**src/rtl/core/efb_pkg.sv**
```systemverilog
`timescale 1ns / 1ps
// ----------------------------------------------------------------------------
// efb_pkg
// Shared types, register indexes and the CRC-32 byte update of the frame
// builder.
// ----------------------------------------------------------------------------
package efb_pkg;

   typedef struct packed {
      logic [7:0] payload_byte;
      logic       payload_last;
   } efb_req_type;

   typedef struct packed {
      logic [7:0] frame_byte;
      logic       frame_end;
   } efb_rsp_type;

   // classified beat as it sits in the queue between front and back
   typedef struct packed {
      logic [7:0] payload_byte;
      logic       payload_last;
      logic       frame_first;
   } efb_qent_type;

   typedef logic [1:0] efb_csr_idx_type;

   localparam efb_csr_idx_type CSR_DEST_MAC   = 2'd0;
   localparam efb_csr_idx_type CSR_SRC_MAC    = 2'd1;
   localparam efb_csr_idx_type CSR_ETHER_TYPE = 2'd2;

   localparam logic [47:0] MAC_RESET        = 48'h0;
   localparam logic [15:0] ETHER_TYPE_RESET = 16'h07FF;

   localparam logic [31:0] CRC_POLY = 32'hEDB88320;
   localparam logic [31:0] CRC_INIT = 32'hFFFFFFFF;

   localparam logic [7:0] PRE_START = 8'hFB;
   localparam logic [7:0] PRE_BYTE  = 8'h55;
   localparam logic [7:0] PRE_SFD   = 8'hD5;
   localparam logic [7:0] FILL_BYTE = 8'h07;

   // reflected CRC-32 over one byte, LSB first
   function automatic logic [31:0] crc32_byte(input logic [31:0] crc,
                                              input logic [7:0]  data);
      logic [31:0] c;
      c = crc ^ {24'h0, data};
      for (int b = 0; b < 8; b++) begin
         c = c[0] ? ((c >> 1) ^ CRC_POLY) : (c >> 1);
      end
      return c;
   endfunction

endpackage

```
**src/rtl/core/efb_queue.sv**
```systemverilog
`timescale 1ns / 1ps
// ----------------------------------------------------------------------------
// efb_queue
// Small circular queue of classified beats between front and back.
// ----------------------------------------------------------------------------
module efb_queue #(
   parameter int DEPTH = 2
) (
   input  logic                  clock,
   input  logic                  reset,
   input  logic                  push,
   input  efb_pkg::efb_qent_type push_data,
   input  logic                  pop,
   output logic                  full,
   output logic                  head_valid,
   output efb_pkg::efb_qent_type head
);
   import efb_pkg::*;

   localparam int PTR_W = (DEPTH > 1) ? $clog2(DEPTH) : 1;
   localparam int CNT_W = $clog2(DEPTH + 1);
   localparam logic [PTR_W-1:0] PTR_LAST = PTR_W'(DEPTH - 1);
   localparam logic [CNT_W-1:0] CNT_FULL = CNT_W'(DEPTH);

   efb_qent_type     mem_ff [DEPTH];
   logic [PTR_W-1:0] wr_ptr_ff, wr_ptr_in;
   logic [PTR_W-1:0] rd_ptr_ff, rd_ptr_in;
   logic [CNT_W-1:0] count_ff, count_in;

   always_comb begin
      wr_ptr_in = wr_ptr_ff;
      rd_ptr_in = rd_ptr_ff;
      count_in  = count_ff;
      if (push) begin
         wr_ptr_in = (wr_ptr_ff == PTR_LAST) ? '0 : wr_ptr_ff + 1'b1;
      end
      if (pop) begin
         rd_ptr_in = (rd_ptr_ff == PTR_LAST) ? '0 : rd_ptr_ff + 1'b1;
      end
      if (push && !pop) begin
         count_in = count_ff + 1'b1;
      end else if (pop && !push) begin
         count_in = count_ff - 1'b1;
      end
   end

   always_ff @(posedge clock) begin
      if (reset) begin
         wr_ptr_ff <= '0;
         rd_ptr_ff <= '0;
         count_ff  <= '0;
      end else begin
         wr_ptr_ff <= wr_ptr_in;
         rd_ptr_ff <= rd_ptr_in;
         count_ff  <= count_in;
      end
      if (push) begin
         mem_ff[wr_ptr_ff] <= push_data;
      end
   end

   assign full       = (count_ff == CNT_FULL);
   assign head_valid = (count_ff != '0);
   assign head       = mem_ff[rd_ptr_ff];

endmodule

```
**src/rtl/core/efb_front.sv**
```systemverilog
`timescale 1ns / 1ps
// ----------------------------------------------------------------------------
// efb_front
// Accepts payload beats and tags the one that opens a frame.
// ----------------------------------------------------------------------------
module efb_front (
   input  logic                  clock,
   input  logic                  reset,
   input  logic                  req_valid,
   output logic                  req_stall,
   input  efb_pkg::efb_req_type  req_payload,
   input  logic                  q_full,
   output logic                  q_push,
   output efb_pkg::efb_qent_type q_data
);
   import efb_pkg::*;

   logic in_frame_ff, in_frame_in;

   assign req_stall = q_full;
   assign q_push    = req_valid && !q_full;

   always_comb begin
      q_data.payload_byte = req_payload.payload_byte;
      q_data.payload_last = req_payload.payload_last;
      q_data.frame_first  = !in_frame_ff;
      in_frame_in         = in_frame_ff;
      if (q_push) begin
         in_frame_in = !req_payload.payload_last;
      end
   end

   always_ff @(posedge clock) begin
      if (reset) begin
         in_frame_ff <= 1'b0;
      end else begin
         in_frame_ff <= in_frame_in;
      end
   end

endmodule

```
**src/rtl/core/efb_back.sv**
```systemverilog
`timescale 1ns / 1ps
// ----------------------------------------------------------------------------
// efb_back
// Byte sequencer: header, payload, CRC and fill, one byte per cycle into the
// output register with the running CRC, unless stalled or awaiting a beat.
// ----------------------------------------------------------------------------
module efb_back (
   input  logic                  clock,
   input  logic                  reset,
   input  logic [47:0]           dest_mac,
   input  logic [47:0]           src_mac,
   input  logic [15:0]           ether_type,
   input  logic                  q_valid,
   input  efb_pkg::efb_qent_type q_head,
   output logic                  q_pop,
   output logic                  rsp_valid,
   input  logic                  rsp_stall,
   output efb_pkg::efb_rsp_type  rsp_payload
);
   import efb_pkg::*;

   typedef enum logic [2:0] {
      S_IDLE,
      S_HEAD,
      S_PAYLD,
      S_CRC,
      S_FILL
   } state_type;

   localparam logic [4:0] HDR_LAST = 5'd21;
   localparam logic [4:0] CRC_LAST = 5'd3;

   state_type   state_ff, state_in;
   logic [4:0]  idx_ff, idx_in;
   logic [31:0] crc_ff, crc_in;
   logic [1:0]  len_ff, len_in;
   logic [1:0]  fill_ff, fill_in;
   logic        rsp_valid_ff, rsp_valid_in;
   efb_rsp_type rsp_ff, rsp_in;

   logic        advance;
   logic [7:0]  hdr_byte;
   logic [31:0] hdr_crc;
   logic [31:0] pay_crc;
   logic [1:0]  pay_len;

   function automatic logic [7:0] header_byte(input logic [4:0]  idx,
                                              input logic [47:0] dmac,
                                              input logic [47:0] smac,
                                              input logic [15:0] etype);
      logic [7:0] b;
      unique case (idx)
         5'd0:    b = PRE_START;
         5'd7:    b = PRE_SFD;
         5'd8:    b = dmac[47:40];
         5'd9:    b = dmac[39:32];
         5'd10:   b = dmac[31:24];
         5'd11:   b = dmac[23:16];
         5'd12:   b = dmac[15:8];
         5'd13:   b = dmac[7:0];
         5'd14:   b = smac[47:40];
         5'd15:   b = smac[39:32];
         5'd16:   b = smac[31:24];
         5'd17:   b = smac[23:16];
         5'd18:   b = smac[15:8];
         5'd19:   b = smac[7:0];
         5'd20:   b = etype[7:0];
         5'd21:   b = etype[15:8];
         default: b = PRE_BYTE;
      endcase
      return b;
   endfunction

   assign advance  = !rsp_valid_ff || !rsp_stall;
   assign hdr_byte = header_byte(idx_ff, dest_mac, src_mac, ether_type);
   assign hdr_crc  = crc32_byte(crc_ff, hdr_byte);
   assign pay_crc  = crc32_byte(crc_ff, q_head.payload_byte);
   assign pay_len  = len_ff + 2'd1;

   always_comb begin
      state_in     = state_ff;
      idx_in       = idx_ff;
      crc_in       = crc_ff;
      len_in       = len_ff;
      fill_in      = fill_ff;
      rsp_valid_in = rsp_valid_ff;
      rsp_in       = rsp_ff;
      q_pop        = 1'b0;
      if (advance) begin
         rsp_valid_in     = 1'b0;
         rsp_in.frame_end = 1'b0;
         unique case (state_ff)
            S_IDLE, S_PAYLD: begin
               if (q_valid) begin
                  rsp_valid_in = 1'b1;
                  if (state_ff == S_IDLE && q_head.frame_first) begin
                     rsp_in.frame_byte = PRE_START;
                     crc_in            = crc32_byte(CRC_INIT, PRE_START);
                     len_in            = 2'd1;
                     idx_in            = 5'd1;
                     state_in          = S_HEAD;
                  end else begin
                     rsp_in.frame_byte = q_head.payload_byte;
                     q_pop             = 1'b1;
                     if (q_head.payload_last) begin
                        crc_in   = ~pay_crc;
                        fill_in  = 2'd0 - pay_len;
                        idx_in   = '0;
                        state_in = S_CRC;
                     end else begin
                        crc_in   = pay_crc;
                        len_in   = pay_len;
                        state_in = S_IDLE;
                     end
                  end
               end
            end
            S_HEAD: begin
               rsp_valid_in      = 1'b1;
               rsp_in.frame_byte = hdr_byte;
               crc_in            = hdr_crc;
               len_in            = len_ff + 2'd1;
               idx_in            = idx_ff + 5'd1;
               if (idx_ff == HDR_LAST) begin
                  state_in = S_PAYLD;
               end
            end
            S_CRC: begin
               // crc_ff already holds the inverted CRC, shifted out LSB first
               rsp_valid_in      = 1'b1;
               rsp_in.frame_byte = crc_ff[7:0];
               crc_in            = {8'h0, crc_ff[31:8]};
               idx_in            = idx_ff + 5'd1;
               if (idx_ff == CRC_LAST) begin
                  rsp_in.frame_end = (fill_ff == 2'd0);
                  state_in         = (fill_ff == 2'd0) ? S_IDLE : S_FILL;
               end
            end
            S_FILL: begin
               rsp_valid_in      = 1'b1;
               rsp_in.frame_byte = FILL_BYTE;
               rsp_in.frame_end  = (fill_ff == 2'd1);
               fill_in           = fill_ff - 2'd1;
               if (fill_ff == 2'd1) begin
                  state_in = S_IDLE;
               end
            end
            default: begin
               state_in = S_IDLE;
            end
         endcase
      end
   end

   always_ff @(posedge clock) begin
      if (reset) begin
         state_ff     <= S_IDLE;
         idx_ff       <= '0;
         crc_ff       <= CRC_INIT;
         len_ff       <= '0;
         fill_ff      <= '0;
         rsp_valid_ff <= 1'b0;
      end else begin
         state_ff     <= state_in;
         idx_ff       <= idx_in;
         crc_ff       <= crc_in;
         len_ff       <= len_in;
         fill_ff      <= fill_in;
         rsp_valid_ff <= rsp_valid_in;
      end
      rsp_ff <= rsp_in;
   end

   assign rsp_valid   = rsp_valid_ff;
   assign rsp_payload = rsp_ff;

endmodule

```
**src/rtl/core/ethernet_frame_builder_unit.sv**
```systemverilog
`timescale 1ns / 1ps
// A beat is registered in the queue, then its first byte in the output register.
// Throughput: one byte per unstalled cycle; a frame's first beat yields 22 header
// bytes before its payload byte, a last beat adds 4 CRC bytes and 0-3 fill bytes.
// Mid-frame beats pass one per unstalled cycle; the back sequencer sets the rate.
// Reset (synchronous): queue empty, no frame open, registers to their defaults.
// ----------------------------------------------------------------------------
// ethernet_frame_builder_unit
// Byte-serial frame builder: preamble, addresses, type, payload, CRC-32, fill.
// ----------------------------------------------------------------------------
module ethernet_frame_builder_unit #(
   parameter int QUEUE_DEPTH = 2
) (
   input  logic                     clock,
   input  logic                     reset,
   input  logic                     req_valid,
   output logic                     req_stall,
   input  efb_pkg::efb_req_type     req_payload,
   output logic                     rsp_valid,
   input  logic                     rsp_stall,
   output efb_pkg::efb_rsp_type     rsp_payload,
   input  logic                     csr_valid,
   output logic                     csr_ready,
   input  efb_pkg::efb_csr_idx_type csr_index,
   input  logic [47:0]              csr_wdata
);
   import efb_pkg::*;

   logic [47:0] dest_mac_ff;
   logic [47:0] src_mac_ff;
   logic [15:0] ether_type_ff;

   logic         q_push;
   logic         q_pop;
   logic         q_full;
   logic         q_valid;
   efb_qent_type q_data;
   efb_qent_type q_head;

   assign csr_ready = 1'b1;

   always_ff @(posedge clock) begin
      if (reset) begin
         dest_mac_ff   <= MAC_RESET;
         src_mac_ff    <= MAC_RESET;
         ether_type_ff <= ETHER_TYPE_RESET;
      end else if (csr_valid && csr_ready) begin
         unique case (csr_index)
            CSR_DEST_MAC:   dest_mac_ff   <= csr_wdata;
            CSR_SRC_MAC:    src_mac_ff    <= csr_wdata;
            CSR_ETHER_TYPE: ether_type_ff <= csr_wdata[15:0];
            default: ;
         endcase
      end
   end

   efb_front u_front (
      .clock       (clock),
      .reset       (reset),
      .req_valid   (req_valid),
      .req_stall   (req_stall),
      .req_payload (req_payload),
      .q_full      (q_full),
      .q_push      (q_push),
      .q_data      (q_data)
   );

   efb_queue #(
      .DEPTH (QUEUE_DEPTH)
   ) u_queue (
      .clock      (clock),
      .reset      (reset),
      .push       (q_push),
      .push_data  (q_data),
      .pop        (q_pop),
      .full       (q_full),
      .head_valid (q_valid),
      .head       (q_head)
   );

   efb_back u_back (
      .clock       (clock),
      .reset       (reset),
      .dest_mac    (dest_mac_ff),
      .src_mac     (src_mac_ff),
      .ether_type  (ether_type_ff),
      .q_valid     (q_valid),
      .q_head      (q_head),
      .q_pop       (q_pop),
      .rsp_valid   (rsp_valid),
      .rsp_stall   (rsp_stall),
      .rsp_payload (rsp_payload)
   );

endmodule

```
**config.mk**
```make
export PLATFORM = sky130hd
export DESIGN_NAME = ethernet_frame_builder_unit
export DESIGN_NICKNAME = d
export VERILOG_FILES = /design/src/rtl/core/efb_pkg.sv /design/src/rtl/core/efb_queue.sv /design/src/rtl/core/efb_front.sv /design/src/rtl/core/efb_back.sv /design/src/rtl/core/ethernet_frame_builder_unit.sv
export SDC_FILE = /design/constraint.sdc
export NUM_CORES = 1
export LEC_CHECK = 0
export BUFFER_PORTS_ARGS = -buffer_cell sky130_fd_sc_hd__clkbuf_2
export CAP_MARGIN = 20
export CORE_MARGIN = 2
export CORE_UTILIZATION = 35
export DETAILED_ROUTE_END_ITERATION = 8
export PLACE_DENSITY_LB_ADDON = 0.15
export SLEW_MARGIN = 20
export SYNTH_ARGS = -nofsm -noshare
export SYNTH_HDL_FRONTEND = slang
export SYNTH_SLANG_ARGS = --single-unit
```
**constraint.sdc**
```tcl
create_clock -name clock -period 4.35 [get_ports clock]
set_input_delay 0.435 -clock clock [delete_from_list [all_inputs] [get_ports clock]]
set_output_delay 0.435 -clock clock [all_outputs]
set_load 0.02 [all_outputs]
```
==> flow_metrics.env, run 1 <==
export IMPL_status="finished, final reports clean"
export IMPL_num_io_pins=76
export IMPL_layout_common_cells="nand2_1 (262), dfxtp_1 (163), a21oi_1 (152)"
export IMPL_synthTopCellsByArea="dfxtp_1 (31%), nand2_1 (9.5%), edfxtp_1 (8.4%), a21oi_1 (7.3%), xnor2_1 (6.0%)"
export IMPL_critPathMaxFanout=18
export IMPL_first_pass_iters=5
export IMPL_dp_hpwl_um=24000
export IMPL_place_inst=1614
export IMPL_layout_commonest_cell="nand2_1"
export IMPL_fin_setup_tns_ns=0
export IMPL_cts_buffers=17
export IMPL_drc=0
export IMPL_hold_depth=1
export IMPL_finalNonFillerCells=1646
export IMPL_async_flop_share_pct=0
export IMPL_antenna_cells=0
export IMPL_synth_cell_types=78
export IMPL_finalHoldViolCount=0
export IMPL_r2r_slack_ns=0.50
export IMPL_cts_repair_resize_count=0
export IMPL_hold_end="u_queue.mem_ff[1][4]$_DFFE_PP_"
export IMPL_path_clk_slew_ns=0.07
export IMPL_finalClockSkew_ns=0.0159
export IMPL_synth_ff_type="dfxtp_1"
export IMPL_synth_ff_latch_count=192
export IMPL_finalCritPeriodShare_pct=88.4
export IMPL_rsz0062_at_grt="no"
export IMPL_synth_edf_count=29
export IMPL_cts_setup_buffers=0
export IMPL_power_leakage_nw=4.15
export IMPL_cts_root_buffer="clkbuf_16"
export IMPL_avgSynthCellArea_um2=8.57
export IMPL_cts_buffer_depth=2
export IMPL_die_x_um=176
export IMPL_min_from="req_payload[3]"
export IMPL_cts_tree="built"
export IMPL_worstSetupStartpoint="u_back.idx_ff[3]$_SDFFE_PP0P_"
export IMPL_netlist_area_leader_share_pct=31.4
export IMPL_cpMaxStageDelayCell="dfxtp_1"
export IMPL_cp_arrival_ns=4.13
export IMPL_place_gp_congestion=0.854
export IMPL_cts_sinks=192
export IMPL_via_per_inst=5.40
export IMPL_synth_net_count=1284
export IMPL_cp_top_family="compound AO/OA/AOI/OAI gates"
export IMPL_finalPower_w=0.00980
export IMPL_yosys_area_top_type="dfxtp_1"
export IMPL_grt_max_degree=76
export IMPL_post_drt_wl_per_cell_um=20.5
export IMPL_cp_slowest_stage_delay_ns=0.70
export IMPL_clkLatencyLatePin_ns=0.45
export IMPL_setup_viol_count_final=0
export IMPL_start_util_pct=35.3
export IMPL_hold_buffers=0
export IMPL_fmax_ghz=0.260
export IMPL_grt_pass1_wl_um=52500
export IMPL_cp_start_kind="register"
export IMPL_rr_endpoint="u_back.crc_ff[28]$_SDFFE_PP1P_"
export IMPL_first_global_vias=8610
export IMPL_whs_ns=0.186
export IMPL_endpoint_kind="register"
export IMPL_cp_required_ns=4.63
export IMPL_drive_gt1_share_pct=14.3
export IMPL_slew_headroom_pct=30.8
export IMPL_ir_drop_uv=400
export IMPL_seq_area_frac_synth_pct=39.8
export IMPL_core_area_um2=29400
export IMPL_fin_area_um2=11700
export IMPL_hp_class="in -> reg"
export IMPL_antenna_left=0
export IMPL_reg2reg_from="u_back.idx_ff[3]$_SDFFE_PP0P_"
export IMPL_ff2ff_path_depth=10
export IMPL_syn_cell_area_um2=10400
export IMPL_die_area_um2=31100
export IMPL_cts_max_level=4
export IMPL_via_count=8896
export IMPL_wirelength_um=33800
export IMPL_dr_first_iter_drc_count=753
export IMPL_slew_viol_final=0
export IMPL_critPathBufInv=1
export IMPL_portBuffers=74
export IMPL_die_y_um=176
export IMPL_syn_inst=1212
export IMPL_yosys_warnings=0
export IMPL_rows=63
export IMPL_areaGrowthSynthToFinish_pct=12.5
export IMPL_grt_total_usage_pct=22.3
export IMPL_power_density_nw_per_um2=839
export IMPL_place_area_um2=11100
export IMPL_grt_antenna_before_repair=0
export IMPL_cp_cell_sequence="and2b_1, buf_4, a22oi_1, o22a_1, o2111ai_2, xor2_4, xnor2_4, xor2_2, a221oi_1, o21ai_1"
export IMPL_crit_type="reg -> reg"
export IMPL_cap_viol_max_count=0
export IMPL_gr_total_overflow=0
export IMPL_worst_pin_slew_ns=1.04
export IMPL_period_minus_slack_ns=3.85
export IMPL_nNetsFinal=1315
state kept, by name (all words and copies together) (netlist names), named ones only:
register / flops
u_back.fill_ff: 2
u_back.len_ff: 2
u_front.in_frame_ff: 1
u_queue.mem_ff: 20
dest_mac_ff: 48
u_queue.rd_ptr_ff: 1
u_queue.count_ff: 2
u_back.rsp_payload: 9
u_queue.wr_ptr_ff: 1
u_back.state_ff: 3
ether_type_ff: 16
u_back.idx_ff: 5
u_back.crc_ff: 32
src_mac_ff: 48
u_back.rsp_valid: 1
area by class of cell:
class | count | area [um^2]
multi-input combinational | 918 | 5840
inverter | 13 | 48.8
tap | 390 | 488
clock inverter | 13 | 133
sequential | 192 | 4130
timing repair buffer | 101 | 588
clock buffer | 19 | 453
fill | 3005 | 17700
report_power, final:
part	total, W	internal (W)	switching, W
sequential	0.00241	0.00211	0.000301
combinational	0.00582	0.00244	0.00338
clock	0.00158	0.000834	0.000746
worst max-delay path by stage:
stage                                           to  slack (ns)  cells past startpoint
finish              u_back.crc_ff[28]$_SDFFE_PP1P_        0.50                     10
global route        u_back.crc_ff[28]$_SDFFE_PP1P_        0.25                     10
CTS                 u_back.crc_ff[30]$_SDFFE_PP1P_        0.51                     10
detailed placement  u_back.crc_ff[30]$_SDFFE_PP1P_        0.53                     10
global placement    u_back.crc_ff[30]$_SDFFE_PP1P_        0.52                     10
floorplan           u_back.crc_ff[28]$_SDFFE_PP1P_        1.03                     13
logic make-up after synthesis:
kind of cell / after synthesis / share of synthesized area, %
simple gates: 425 / 18.7
compound gates: 322 / 19.4
flops: 192 / 39.8
xor+xnor: 133 / 14.1
buf+inv: 102 / 4.10
mux: 29 / 2.88
fa+ha+maj: 8 / 0.964
other cells: 1 / 0.0361
stage by stage:
stage / setup WS [ns] / util, %
global placement: 0.523 / 37.8
detailed placement: 0.532 / 37.8
finish: 0.503 / 39.7
CTS: 0.512 / 39.7
global route: 0.255 / 39.7
floorplan: 1.03 / -
per-layer routing:
metal  global-route usage, %  vias up  wire [um]
li1                        -     4299          -
met1                    29.0     4288      14800
met2                    37.6      259      16600
met3                    3.32       50       1470
met4                    7.99        0        941
met5                       0        -          0
synthesized netlist by cell type (6+ instances only):
library cell and number:
xor2_2 6, or3_1 6, mux2i_1 22, nand2b_1 7, nand3_1 27, clkbuf_1 72
buf_4 7, a22oi_1 28, o211ai_1 9, nor2_1 44, and3b_1 11, ha_1 8
xnor2_4 6, xor2_1 40, o21ai_0 41, or2_2 6, buf_2 7, nor2b_1 7
a21oi_1 152, and3_1 7, mux2_2 7, inv_1 13, edfxtp_1 29, xnor2_1 71
o21ai_1 9, nand2_1 262, a211o_1 6, nor3_1 17, dfxtp_1 163, a31oi_1 9
a211oi_1 11, a221oi_1 11, a32oi_1 6
Note: power is estimated with default switching activity, not from simulation.
==> inputs of run 2 (changes only) <==
--- a/config.mk
+++ b/config.mk
@@ -5,6 +5,7 @@
 export SDC_FILE = /design/constraint.sdc
 export NUM_CORES = 1
 export LEC_CHECK = 0
+export ABC_AREA = 1
 export BUFFER_PORTS_ARGS = -buffer_cell sky130_fd_sc_hd__clkbuf_2
 export CAP_MARGIN = 20
 export CORE_MARGIN = 2
==> run 2 against run 1 <==
  * Synthesized area is 5.4% higher
  * Fmax is 9.3% higher
  * Via count is 22% higher
  * Clock power is 3% lower
  * First-iteration DRC count is 25% higher
  * Sequential share of layout area is 1.6 points lower
  * Largest power group unchanged
  * Highest routed layer unchanged
  * Routed wire length is 13% higher
  * Cell area is 4.6% higher
  * Sequential power hardly changed
  * Worst setup slack better by 0.33 ns
==> flow_metrics.env, run 2 <==
export IMPL_status="finished, final reports clean"
export IMPL_wirelength_um=38000
export IMPL_finalHoldViolCount=0
export IMPL_path_clk_slew_ns=0.08
export IMPL_grt_pass1_wl_um=59200
export IMPL_p_comb_share_pct=62.7
export IMPL_cts_sinks=192
export IMPL_cp_slowest_stage_delay_ns=0.55
export IMPL_cts_max_level=4
export IMPL_portBuffers=74
export IMPL_net_switching_power_w=0.00552
export IMPL_place_gp_congestion=0.933
export IMPL_power_density_nw_per_um2=861
export IMPL_yosys_warnings=0
export IMPL_slew_headroom_pct=34.6
export IMPL_first_pass_iters=5
export IMPL_start_util_pct=35.7
export IMPL_synth_ff_latch_count=192
export IMPL_synthTopCellsByArea="dfxtp_1 (30%), nand2_1 (14%), nor2_1 (10%), edfxtp_1 (8.0%), o21ai_0 (6.8%)"
export IMPL_cp_required_ns=4.68
export IMPL_ir_drop_uv=356
export IMPL_period_minus_slack_ns=3.52
export IMPL_cp_arrival_ns=3.85
export IMPL_core_area_um2=30700
export IMPL_synth_most_common_cell="nand2_1"
export IMPL_num_io_pins=76
export IMPL_endpoint_kind="register"
export IMPL_power_leakage_nw=5.76
export IMPL_post_drt_wl_per_cell_um=18.1
export IMPL_finalNonFillerCells=2099
export IMPL_syn_inst=1647
export IMPL_async_flop_share_pct=0
export IMPL_avgSynthCellArea_um2=6.65
export IMPL_via_count=10900
export IMPL_cpMaxStageDelayCell="nor2_1"
export IMPL_seq_area_frac_synth_pct=37.8
export IMPL_drive_gt1_share_pct=10.6
export IMPL_finalClockSkew_ns=0.0107
export IMPL_cts_root_buffer="clkbuf_16"
export IMPL_worst_pin_slew_ns=0.981
export IMPL_cts_repair_resize_count=0
export IMPL_synth_net_count=1719
export IMPL_cts_buffer_depth=2
export IMPL_gr_total_overflow=0
export IMPL_grt_max_degree=127
export IMPL_die_area_um2=32700
export IMPL_cp_cell_sequence="inv_1, ha_1, inv_1, nor2_1, nand2_1, o21ai_0, nor2_1, nand3_2, nand2_1, nand2_1, nand2_1, nand2_1, nand2_2, inv_2, nand2_1, nand3_1, o21ai_1, a21oi_1, o21ai_1"
export IMPL_yosys_area_top_type="dfxtp_1"
export IMPL_finalCritPeriodShare_pct=80.9
export IMPL_dr_first_iter_drc_count=939
export IMPL_dp_hpwl_um=27000
export IMPL_hp_class="in -> reg"
export IMPL_die_y_um=181
export IMPL_rsz0062_at_grt="no"
export IMPL_critPathMaxFanout=11
export IMPL_slew_viol_final=0
export IMPL_setup_viol_count_final=0
export IMPL_synth_ff_type="dfxtp_1"
export IMPL_cts_setup_buffers=0
export IMPL_antenna_cells=0
export IMPL_cts_tree="built"
export IMPL_rows=64
export IMPL_grt_total_usage_pct=23.3
export IMPL_place_area_um2=11700
export IMPL_fin_area_um2=12200
export IMPL_min_from="req_payload[4]"
export IMPL_crit_type="reg -> reg"
export IMPL_synth_cell_types=47
export IMPL_timing_critical_path_mode_cell="nand2_1"
export IMPL_finalPower_w=0.0105
export IMPL_areaGrowthSynthToFinish_pct=11.7
export IMPL_drc=0
export IMPL_reg2reg_from="u_back.idx_ff[0]$_SDFFE_PP0P_"
export IMPL_seqPwrFrac_pct=22.7
export IMPL_via_per_inst=5.19
export IMPL_syn_cell_area_um2=10900
export IMPL_netlist_area_leader_share_pct=29.8
export IMPL_top_regs="dest_mac_ff: 48 flops, src_mac_ff: 48 flops, u_back.crc_ff: 32 flops"
export IMPL_cap_viol_max_count=0
export IMPL_fin_util_pct=39.9
export IMPL_die_x_um=181
export IMPL_worstSetupStartpoint="u_back.idx_ff[0]$_SDFFE_PP0P_"
export IMPL_fmax_ghz=0.284
export IMPL_intPower_w=0.00501
export IMPL_layout_common_cells="nand2_1 (416), nor2_1 (297), dfxtp_1 (163)"
export IMPL_cp_start_kind="register"
export IMPL_clkLatencyLatePin_ns=0.45
export IMPL_hold_buffers=0
export IMPL_grt_antenna_before_repair=0
export IMPL_cts_buffers=17
export IMPL_pwr_share_clk_pct=14.6
export IMPL_fin_setup_tns_ns=0
export IMPL_switching_share_pct=52.4
export IMPL_layout_commonest_cell="nand2_1"
export IMPL_place_inst=2067
export IMPL_synth_common_cells="nand2_1 (416), nor2_1 (299), dfxtp_1 (163), o21ai_0 (149), nand3_1 (125)"
export IMPL_first_global_vias=10200
export IMPL_nNetsFinal=1762
export IMPL_antenna_left=0
export IMPL_synth_edf_count=29
[run 2: final timing paths]
check	to	slack [ns]	cells past startpoint
hold / removal	u_queue.mem_ff[0][5]$_DFFE_PP_	0.17	1
setup / recovery	u_back.crc_ff[28]$_SDFFE_PP1P_	0.83	19
setup reg to reg	u_back.crc_ff[28]$_SDFFE_PP1P_	0.83	19
hold reg to reg	u_queue.rd_ptr_ff$_SDFFE_PP0P_	0.45	1
[run 2: critical path: cells and delay by family (launching register included)]
family                     cells  cell delay [ns]
AOI/OAI and AO/OA              4             0.41
DFF                            1             0.36
adders and majority gates      1             0.21
and+or+nand+nor               11             2.11
buffers and inverters          3             0.30
[run 2: layout make-up]
class,instances,area (um^2)
Fill cell,3320,18400
Multi-Input combinational cell,1268,6090
Sequential cell,192,4130
Tap cell,396,495
Timing Repair Buffer,87,480
Inverter,124,467
Clock buffer,17,425
Clock inverter,15,128
[run 2: power groups by stage]
stage                     registers (W)  logic [W]  clock network, W
final                           0.00239    0.00661           0.00153
after global routing            0.00242    0.00737           0.00163
after CTS                       0.00239    0.00653           0.00157
after detailed placement        0.00242    0.00649                 0
after global placement          0.00243    0.00646                 0
after floorplan                 0.00238    0.00479                 0
[run 2: per-layer routing]
metal	up-vias	global-route usage, %	share of wire, %
li1	5393	-	-
met1	5061	33.0	47
met2	374	35.4	44
met3	64	4.19	6.9
met4	0	8.19	2.8
met5	-	0	0
[run 2: metrics by stage]
stage	setup WS (ns)	hold slack, ns
after CTS	0.790	0.160
after global routing	0.479	0.167
final	0.832	0.174
after global placement	0.843	0.438
after detailed placement	0.795	0.441
after floorplan	1.79	0.425
[run 2: kinds of logic after synthesis]
| logic type | Yosys count | synth area share, % |
|---|---|---|
| AO/OA/AOI/OAI | 273 | 13.4 |
| XOR/XNOR | 89 | 7.46 |
| adder cells (fa/ha/maj) | 8 | 0.914 |
| buffers and inverters | 187 | 6.70 |
| flip-flops | 192 | 37.8 |
| multiplexers | 2 | 0.183 |
| other | 1 | 0.0343 |
| AND/OR/NAND/NOR | 895 | 33.5 |
